<file path="config.mk">
export PLATFORM = sky130hd
export DESIGN_NAME = divide_u64_by_u32_core
export DESIGN_NICKNAME = d
export VERILOG_FILES = /design/src/rtl/core/dvu64_pkg.sv /design/src/rtl/core/dvu64_datapath.sv /design/src/rtl/core/divide_u64_by_u32_core.sv
export SDC_FILE = /design/constraint.sdc
export NUM_CORES = 1
export LEC_CHECK = 0
export ABC_AREA = 1
export BUFFER_PORTS_ARGS = -buffer_cell sky130_fd_sc_hd__buf_2
export CAP_MARGIN = 20
export CELL_PAD_IN_SITES_DETAIL_PLACEMENT = 1
export CELL_PAD_IN_SITES_GLOBAL_PLACEMENT = 2
export CORE_MARGIN = 2
export CORE_UTILIZATION = 35
export DETAILED_ROUTE_END_ITERATION = 16
export PLACE_DENSITY_LB_ADDON = 0.12
export SLEW_MARGIN = 10
export SYNTH_ARGS = -nofsm -noshare
export SYNTH_HDL_FRONTEND = slang
export SYNTH_SLANG_ARGS = --single-unit
</file>
<file path="constraint.sdc">
create_clock -name clk -period 6.4 [get_ports clk]
set_input_delay 0.64 -clock clk [delete_from_list [all_inputs] [get_ports clk]]
set_output_delay 0.64 -clock clk [all_outputs]
set_load 0.005 [all_outputs]
</file>
<file path="src/rtl/core/dvu64_pkg.sv">
// shared types, constants and microcode rom for the 64 by 32 bit divider
// no dependencies; used by dvu64_datapath, divide_u64_by_u32_core and tb_top
package dvu64_pkg;

  localparam int DividendW = 64;
  localparam int DivisorW  = 32;
  localparam int CountW    = $clog2(DividendW);
  localparam int StepW     = 3;
  localparam int OpW       = 3;
  localparam int CondW     = 3;

  // datapath operations
  localparam logic [OpW-1:0] OP_NOP  = 3'd0;
  localparam logic [OpW-1:0] OP_LOAD = 3'd1;
  localparam logic [OpW-1:0] OP_ITER = 3'd2;
  localparam logic [OpW-1:0] OP_ZERO = 3'd3;
  localparam logic [OpW-1:0] OP_EMIT = 3'd4;

  // jump conditions
  localparam logic [CondW-1:0] COND_NEVER     = 3'd0;
  localparam logic [CondW-1:0] COND_NO_INPUT  = 3'd1;
  localparam logic [CondW-1:0] COND_DVSR_ZERO = 3'd2;
  localparam logic [CondW-1:0] COND_MORE_BITS = 3'd3;
  localparam logic [CondW-1:0] COND_OUT_BUSY  = 3'd4;
  localparam logic [CondW-1:0] COND_ALWAYS    = 3'd5;

  // program addresses
  localparam logic [StepW-1:0] STEP_WAIT  = 3'd0;
  localparam logic [StepW-1:0] STEP_CHECK = 3'd1;
  localparam logic [StepW-1:0] STEP_ITER  = 3'd2;
  localparam logic [StepW-1:0] STEP_ZERO  = 3'd3;
  localparam logic [StepW-1:0] STEP_EMIT  = 3'd4;

  typedef struct packed {
    logic             take;    // input port ready in this step
    logic [OpW-1:0]   op;
    logic [CondW-1:0] cond;
    logic [StepW-1:0] target;  // taken when cond holds
    logic [StepW-1:0] next;    // taken otherwise
  } uword_t;

  typedef struct packed {
    logic dvsr_zero;
    logic last_bit;
  } dp_status_t;

  function automatic uword_t ucode_rom(input logic [StepW-1:0] pc);
    uword_t w;
    w = '{take: 1'b0, op: OP_NOP, cond: COND_ALWAYS, target: STEP_WAIT, next: STEP_WAIT};
    case (pc)
      STEP_WAIT:  w = '{take: 1'b1, op: OP_LOAD, cond: COND_NO_INPUT,
                        target: STEP_WAIT, next: STEP_CHECK};
      STEP_CHECK: w = '{take: 1'b0, op: OP_NOP, cond: COND_DVSR_ZERO,
                        target: STEP_ZERO, next: STEP_ITER};
      STEP_ITER:  w = '{take: 1'b0, op: OP_ITER, cond: COND_MORE_BITS,
                        target: STEP_ITER, next: STEP_EMIT};
      STEP_ZERO:  w = '{take: 1'b0, op: OP_ZERO, cond: COND_ALWAYS,
                        target: STEP_EMIT, next: STEP_EMIT};
      STEP_EMIT:  w = '{take: 1'b0, op: OP_EMIT, cond: COND_OUT_BUSY,
                        target: STEP_EMIT, next: STEP_WAIT};
      default:    w = '{take: 1'b0, op: OP_NOP, cond: COND_ALWAYS,
                        target: STEP_WAIT, next: STEP_WAIT};
    endcase
    return w;
  endfunction

endpackage

</file>
<file path="src/rtl/core/dvu64_datapath.sv">
// shift-and-subtract datapath of the divider, one quotient bit per iteration
// depends on dvu64_pkg for operation codes and the status struct
module dvu64_datapath import dvu64_pkg::*; (
  input  logic                 clk,
  input  logic                 rst,
  input  logic [OpW-1:0]       op,
  input  logic [DividendW-1:0] dividend,
  input  logic [DivisorW-1:0]  divisor,
  output dp_status_t           status,
  output logic [DividendW-1:0] quotient,
  output logic [DivisorW-1:0]  remainder,
  output logic                 divide_by_zero
);

  // work holds the dividend bits still to come in the top and quotient bits below
  logic [DividendW-1:0] work;
  logic [DivisorW-1:0]  dvsr;
  logic [DivisorW-1:0]  rem;
  logic                 dz;
  logic [CountW-1:0]    cnt;

  logic [DivisorW:0]    trial;
  logic [DivisorW+1:0]  diff;
  logic                 qbit;

  assign trial = {rem, work[DividendW-1]};
  assign diff  = {1'b0, trial} - {2'b00, dvsr};
  assign qbit  = ~diff[DivisorW+1];

  always_ff @(posedge clk) begin
    case (op)
      OP_LOAD: begin
        work <= dividend;
        dvsr <= divisor;
        rem  <= '0;
        dz   <= (divisor == '0);
      end
      OP_ITER: begin
        work <= {work[DividendW-2:0], qbit};
        rem  <= qbit ? diff[DivisorW-1:0] : trial[DivisorW-1:0];
      end
      OP_ZERO: begin
        work <= '1;
        rem  <= '0;
      end
      default: begin
      end
    endcase
  end

  always_ff @(posedge clk) begin
    if (rst) begin
      cnt <= '0;
    end else if (op == OP_LOAD) begin
      cnt <= '0;
    end else if (op == OP_ITER) begin
      cnt <= cnt + 1'b1;
    end
  end

  assign status = '{dvsr_zero: dz, last_bit: (cnt == CountW'(DividendW - 1))};

  assign quotient       = work;
  assign remainder      = rem;
  assign divide_by_zero = dz;

endmodule

</file>
<file path="src/rtl/core/divide_u64_by_u32_core.sv">
// unsigned 64 by 32 bit restoring divider run by a five-step microcode program
// a new transaction is taken only in the wait step, once the previous result has gone into
// the output register; in between run the load, the divisor check, the 64 iterations of
// the single shift-and-subtract unit (a zero step instead for a zero divisor) and the result write
// reset: synchronous active-high rst returns the sequencer to the wait step and
// empties the output register; no clearing pass
module divide_u64_by_u32_core import dvu64_pkg::*; (
  input  logic        clk,
  input  logic        rst,
  // input stream
  input  logic        s_tvalid,
  output logic        s_tready,
  input  logic [95:0] s_tdata,   // [63:0] dividend, [95:64] divisor
  // result stream
  output logic        m_tvalid,
  input  logic        m_tready,
  output logic [95:0] m_tdata,   // [63:0] quotient, [95:64] remainder
  output logic        m_tuser    // [0] divide_by_zero
);

  // sequencer
  logic [StepW-1:0] pc;
  logic [StepW-1:0] pc_next;
  uword_t           uword;
  logic             cond_true;
  logic [OpW-1:0]   dp_op;

  // datapath side
  dp_status_t           status;
  logic [DividendW-1:0] dp_quotient;
  logic [DivisorW-1:0]  dp_remainder;
  logic                 dp_dz;

  // output register
  logic out_busy;
  logic emit;

  assign uword    = ucode_rom(pc);
  assign out_busy = m_tvalid & ~m_tready;
  assign s_tready = uword.take;

  // condition select for the jump
  always_comb begin
    case (uword.cond)
      COND_NEVER:     cond_true = 1'b0;
      COND_NO_INPUT:  cond_true = ~s_tvalid;
      COND_DVSR_ZERO: cond_true = status.dvsr_zero;
      COND_MORE_BITS: cond_true = ~status.last_bit;
      COND_OUT_BUSY:  cond_true = out_busy;
      COND_ALWAYS:    cond_true = 1'b1;
      default:        cond_true = 1'b1;
    endcase
  end

  assign pc_next = cond_true ? uword.target : uword.next;

  // a load only happens with an actual transaction on the input side
  always_comb begin
    dp_op = uword.op;
    if (uword.op == OP_LOAD && !s_tvalid) begin
      dp_op = OP_NOP;
    end
  end

  assign emit = (uword.op == OP_EMIT) & ~out_busy;

  always_ff @(posedge clk) begin
    if (rst) begin
      pc <= STEP_WAIT;
    end else begin
      pc <= pc_next;
    end
  end

  dvu64_datapath u_datapath (
    .clk            (clk),
    .rst            (rst),
    .op             (dp_op),
    .dividend       (s_tdata[DividendW-1:0]),
    .divisor        (s_tdata[DividendW+DivisorW-1:DividendW]),
    .status         (status),
    .quotient       (dp_quotient),
    .remainder      (dp_remainder),
    .divide_by_zero (dp_dz)
  );

  // output register keeps the result while the next transaction is taken in
  always_ff @(posedge clk) begin
    if (rst) begin
      m_tvalid <= 1'b0;
    end else if (emit) begin
      m_tvalid <= 1'b1;
    end else if (m_tready) begin
      m_tvalid <= 1'b0;
    end
  end

  always_ff @(posedge clk) begin
    if (emit) begin
      m_tdata <= {dp_remainder, dp_quotient};
      m_tuser <= dp_dz;
    end
  end

`ifndef SYNTHESIS
  // an accepted transaction always moves on to the divisor check
  a_accept_to_check: assert property (@(posedge clk) disable iff (rst)
    (s_tvalid && s_tready) |=> (pc == STEP_CHECK))
    else $error("sequencer did not move to divisor check after load");

  // the iteration step repeats until the last quotient bit
  a_iter_loops: assert property (@(posedge clk) disable iff (rst)
    (pc == STEP_ITER && !status.last_bit) |=> (pc == STEP_ITER))
    else $error("iteration left early");

  // a divide-by-zero result carries all-ones quotient and zero remainder
  a_dz_result: assert property (@(posedge clk) disable iff (rst)
    (m_tvalid && m_tuser) |-> (m_tdata[63:0] == '1 && m_tdata[95:64] == '0))
    else $error("divide-by-zero result has wrong payload");
`endif

endmodule

</file>
==> flow_summary.yaml, run 1 <==
status:
  outcome: "finished clean"
layout:
  drive_gt1_share_pct: 20.8
  syn2layout_area_growth_pct: 20.9
  layoutNonFillerInstCount: 1839
  final_nets: 1504
  final_core_util_pct: 42.7
  fillers: 3723
setup_path:
  cp_max_fo: 30
  startpoint_type: "register"
  rr_worst_depth: 9
  arrival_ns: 2.95
  cp.required_ns: 6.72
  worst_setup_path_end_kind: "register"
  crit_type: "reg2reg"
pwr:
  powerDensity_nw_per_um2: 439
  p_leak_nw: 6.32
  ir_drop_v: 0.000324
floorplan:
  ioPinCount: 199
  dieArea_um2: 34300
  initial_core_util_pct: 35.4
  rows: 66
  fp.dieH_um: 185
  core_um2: 32500
  fp.dieW_um: 185
timing:
  layout_min_cycle_time_ns: 2.62
  fmax_mhz: 381
  slew_violations: 0
  tns_ns: 0
  finalHoldViolCount: 0
  relSlewSlack_pct: 32.1
  setup_viol: 0
  finClkSkew_ns: 0.0118
  rsz0062_at_grt: "false"
  worstMarginPinSlew_ns: 1.02
  post-route-period-util_pct: 41.0
clock_network:
  path_clk_slew_ns: 0.06
  clock_latency_ns: 0.57
  numCtsBuffers: 27
  cts_tree: "built"
  cts_buffer_depth: 3
  cts_setup_buffers: 0
  cts_hold_buffers: 0
  h-tree-depth: 1
  cts.sinks: 236
  root_buffer: "clkbuf_16"
  cts_resized: 0
detailed_routing:
  vias_per_cell: 4.60
  wl_met2_um: 16500
  top_layer: "met5"
  wl_met1_um: 13500
  wl_um: 32900
  num_vias: 8463
  drc_errors: 0
  wl_per_cell_um: 17.9
  drt_iter0_markers: 411
  first_pass_iters: 4
  antenna_left: 0
  wl_met3_um: 2340
global_route:
  grt_pass1_wl_um: 50900
  grt_pass1_vias: 9101
  gr-total-overflow: 0
  antenna_found_initial: 13
  grt_max_degree: 67
  grt_use_total_pct: 19.6
yosys:
  synth_warnings: 0
  synth_edf_count: 226
  synth-seq-area-share_pct: 60.9
  synth.largest_area_cell: "edfxtp_1"
  synth.distinct_cells: 42
  netlist.area_leader.share_pct: 59.1
  synthArstFlopShare_pct: 0
  avgSynthCellArea_um2: 9.90
  synth_fp_nets: 1294
  ys_ff_latch: 236
  synthCells: 1160
  syn_area_um2: 11500
  synthTopCellsByArea: "edfxtp_1 (59%), nand2_1 (9.5%), inv_1 (7.6%), ha_1 (3.6%), o22ai_1 (3.4%)"
  ys.flop_type: "edfxtp_1"
placement:
  portBuffers: 198
  hpwl_um: 23800
  gp_congestion: 0.794
  dp_cells: 1782
min_path:
  holdPathStages: 2
  hold_path_class: "in2reg"
run:
  maxCapViolCount: 0
[per-layer routing]
metal,GRT usage (%),vias up
li1,-,4212
met1,22.6,4043
met2,35.3,158
met3,6.59,40
met4,4.03,10
met5,0,-
[critical path, cell delays in order (launching register included)]
cell and delay (ns):
edfxtp_1 0.46, ha_1 0.38, inv_1 0.09, o21bai_1 0.09
a21oi_1 0.30, nand3b_4 0.13, inv_2 0.57, nand2_4 0.15
o21bai_1 0.15, inv_1 0.05
[synth_stat cells, drive strengths merged (2+ instances only)]
library cell / count
nand3: 29
o22ai: 63
o21ai: 4
ha: 33
buf: 22
or2: 3
a21oi: 28
xnor2: 2
nand3b: 30
nor2: 112
nand2: 298
xor2: 14
nand4: 6
dfxtp: 10
clkbuf: 3
o21bai: 3
clkinv: 3
and2: 8
nor3: 9
edfxtp: 226
nor4: 8
inv: 241
[stage by stage]
step	hold slack [ns]	instance area (um^2)	total power, mW	setup WS [ns]
global placement	0.430	12900	4.56	3.68
global route	0.246	13900	6.55	3.53
finish	0.260	13900	6.09	3.78
CTS	0.237	13800	6.17	3.62
floorplan	0.428	11500	3.89	0.975
detailed placement	0.435	12900	4.59	3.61
[cells in the final DEF, fill, tap and decap left out, types with 2 or more instances in the layout]
cell type,count
edfxtp_1,226
xor2_1,14
clkinv_2,5
ha_1,33
nor2_2,13
nor4_1,8
nand2_4,4
or2_2,2
clkinv_1,5
o21ai_0,3
nand2_1,288
bufinv_16,2
nand2_2,6
nand4_1,6
diode_2,7
nor2_1,97
and2_1,8
xnor2_1,2
clkbuf_16,27
nor2_4,2
nor3_1,9
a21oi_1,27
clkbuf_1,7
inv_1,231
nand3_1,27
clkbuf_8,5
inv_2,10
nand3b_1,29
o22ai_1,63
dfxtp_1,10
o21bai_1,3
buf_2,198
buf_4,6
[final timing paths]
| kind | start | to | slack (ns) |
|---|---|---|---|
| setup / recovery | u_datapath.remainder[29] | u_datapath.quotient[0] | 3.78 |
| hold / removal | rst | m_tvalid | 0.26 |
| setup reg to reg | u_datapath.remainder[29] | u_datapath.quotient[0] | 3.78 |
| hold reg to reg | u_datapath.quotient[62] | m_tdata[62] | 0.45 |
[logic make-up after synthesis]
| kind of cell | Yosys count | synth area share (%) |
|---|---|---|
| AND/OR/NAND/NOR | 504 | 19.5 |
| buffers and inverters | 269 | 9.35 |
| flip-flops | 236 | 60.9 |
| AO/OA/AOI/OAI | 101 | 5.32 |
| adder cells (fa/ha/maj) | 34 | 3.77 |
| XOR/XNOR | 16 | 1.22 |
[where the power goes]
group | leakage [nW] | switching [mW] | internal, mW
Clock | 0.438 | 0.635 | 0.915
Combinational | 3.67 | 1.47 | 0.753
Sequential | 2.21 | 0.155 | 2.16
Total | 6.32 | 2.26 | 3.83
[registers in the layout, summed over array words and instances (netlist names)]
name and count:
u_datapath.dvsr 32, u_datapath.remainder 32, u_datapath.divide_by_zero 1, u_datapath.cnt 6
pc 3, u_datapath.quotient 64, m_tdata 96, m_tvalid 1
m_tuser 1
[cell type report]
| type | instances | area, um^2 | share of cell area, % |
|---|---|---|---|
| Sequential cell | 236 | 6990 | 50.4 |
| Timing Repair Buffer | 206 | 1080 | 7.81 |
| Tap cell | 442 | 553 | 3.99 |
| Multi-Input combinational cell | 655 | 3430 | 24.7 |
| Inverter | 244 | 916 | 6.60 |
| Clock inverter | 10 | 113 | 0.812 |
| Antenna cell | 7 | 17.5 | 0.126 |
| Clock buffer | 39 | 771 | 5.56 |
(Power assumes the default switching activity.)
==> run 2, diff against run 1 <==
==> constraint.sdc (replaced) <==
create_clock -name clk -period 2.5 [get_ports clk]
set_input_delay 0.25 -clock clk [delete_from_list [all_inputs] [get_ports clk]]
set_output_delay 0.25 -clock clk [all_outputs]
set_load 0.005 [all_outputs]
==> run 2 against run 1 <==
  * Combinational power grew to 2.8 times the previous value
  * Flip-flop and latch count stayed put
  * Non-clock buffer count is 110 higher
  * Clock power grew to 2.5 times the previous value
  * Clock skew is 0.00052 ns lower
  * Via count is 5.6% higher
  * Core utilization is 3.6 points higher
  * Count of clock-buffer cells in the layout is 6 lower
  * Sequential share of layout area is 3.9 points lower
  * Sequential power grew to 2.6 times the previous value
  * Critical path depth is 5 higher
  * Design area is 8.5% higher
==> flow_summary.yaml, run 2 (same netlist as run 1, synthesis figures left out) <==
setup_path:
  cp_max_fo: 8
  cp_top_family: "simple AND/OR/NAND/NOR gates"
  cp.depth: 14
  cp.required_ns: 2.82
  path_cells: "ha_2, nand2_2, inv_2, nand2_1, nand2_1, inv_1, nand2_1, nand2_1, nand3b_4, inv_4, buf_4, nand3b_1, nand2_1, nor2_1"
  startpoint_type: "register"
  rr_worst_depth: 14
  worst_setup_path_end_kind: "register"
  slowest_stage: "edfxtp_1"
  cp_common_cell: "nand2_1"
  path_buf_inv: 4
  crit_type: "reg2reg"
  arrival_ns: 2.66
  slowest_delay_ns: 0.45
layout:
  largest_reg_flops: 96
  fillers: 3705
  syn2layout_area_growth_pct: 31.1
  diodes: 0
  mostFrequentLayoutCells: "nand2_1 (287), inv_1 (231), edfxtp_1 (226)"
  final_nets: 1614
  top_register: "m_tdata"
  final_common_cell: "nand2_1"
  drive_gt1_share_pct: 21.3
  multiInputGateArea_um2: 3500
  seq_area_um2: 6990
  final_core_util_pct: 46.4
pwr:
  total_power_mw: 16.1
  ir_drop_v: 0.000675
  power_frac_seq_pct: 36.8
  pwr-share-clk_pct: 24.4
  p_sw_share_pct: 37.4
  intPower_mw: 10.1
  p_leak_nw: 6.81
  powerDensity_nw_per_um2: 1070
  p_switching_mw: 6.04
  p_comb_share_pct: 38.8
clock_network:
  root_buffer: "clkbuf_16"
  cts_tree: "built"
  numCtsBuffers: 27
  clock_latency_ns: 0.56
  cts.sinks: 236
  cts_buffer_depth: 3
  h-tree-depth: 1
  path_clk_slew_ns: 0.06
detailed_routing:
  drt_iter0_markers: 351
  drc_errors: 0
  wl_um: 35000
  num_vias: 8941
  antenna_left: 0
  vias_per_cell: 4.61
  first_pass_iters: 5
  wl_per_cell_um: 18.0
min_path:
  holdPathStages: 3
  hold_path_class: "in2reg"
placement:
  gp_congestion: 0.794
  portBuffers: 198
  hpwl_um: 25500
timing:
  finClkSkew_ns: 0.0113
  fmax_mhz: 426
  relSlewSlack_pct: 27.7
  finalHoldViolCount: 0
  post-route-period-util_pct: 93.8
  setup_viol: 0
  layout_min_cycle_time_ns: 2.35
  slew_violations: 0
  rsz0062_at_grt: "true"
  worstMarginPinSlew_ns: 1.08
global_route:
  grt_pass1_wl_um: 54100
  antenna_found_initial: 3
  grt_pass1_vias: 9590
  gr-total-overflow: 0
  grt_max_degree: 62
  grt_use_total_pct: 20.8
floorplan:
  dieArea_um2: 34300
  ioPinCount: 199
  initial_core_util_pct: 35.4
  rows: 66
  core_um2: 32500
  fp.dieH_um: 185
  fp.dieW_um: 185
run:
  maxCapViolCount: 0
status:
  outcome: "finished clean"
[run 2: changes by cell type in the layout (fill, tap and decap cells not counted), moves of 5 or more]
cell           previous run  this run
dlygate4sd3_1             0        89
buf_4                     6        19
buf_12                    1        10
ha_1                     33        25
diode_2                   7         0
ha_2                      0         5
[run 2: path summary, 6_finish.rpt]
path	start	to	slack, ns
hold reg to reg	u_datapath.quotient[62]	m_tdata[62]	0.45
setup reg to reg	u_datapath.remainder[22]	u_datapath.remainder[24]	0.15
hold / removal	s_tdata[27]	u_datapath.quotient[27]	0.02
setup / recovery	u_datapath.remainder[22]	u_datapath.remainder[24]	0.15
[run 2: layout make-up]
type / instances / area share [%]
clock inverters: 15 / 1.05
multi-input cells: 655 / 23.2
well taps: 442 / 3.68
flip-flops and latches: 236 / 46.4
clock buffers: 33 / 4.71
repair buffers: 316 / 14.8
inverters: 244 / 6.10
[run 2: tightest hold or removal path: stages]
cell	delay, ns
buf_2	0.09
o22ai_1	0.08
inv_1	0.05
[run 2: power groups by stage]
stage               clock [mW]  combinational (mW)  sequential, mW
global route              4.17                7.10            6.04
finish                    3.94                6.26            5.95
global placement             0                6.09            6.00
detailed placement           0                6.16            6.02
floorplan                    0                4.05            5.88
CTS                       4.05                6.31            5.95
[run 2: stage by stage]
stage / std cells / cell area [um^2] / TNS (ns) / hold slack [ns] / worst slack (ns)
final: 1941 / 15000 / 0 / 0.0167 / 0.155
after global routing: 1941 / 15000 / -0.0382 / 0.00454 / -0.0181
after CTS: 1940 / 15000 / 0 / 0.000419 / 0.00253
after detailed placement: 1802 / 13200 / -0.462 / 0.438 / -0.0413
after global placement: 1802 / 13200 / -0.736 / 0.429 / -0.0544
after floorplan: 1160 / 11500 / 0 / 0.319 / 0.0276
[run 2: routing by layer]
layer / GRT usage, % / routed length (um) / part of all wire (%)
met1: 24.5 / 14400 / 41
met2: 37.5 / 17700 / 51
met3: 5.13 / 1920 / 5.5
met4: 5.59 / 924 / 2.6
met5: 0 / 22 / 0.063
[run 2: timing repair]
item | in CTS | in global routing
hold endpoints to repair | 90 | 0
setup endpoints to repair | 26 | 29
hold buffers | 89 | 0
setup buffers | 1 | 1
gates resized for setup | 1 | 14
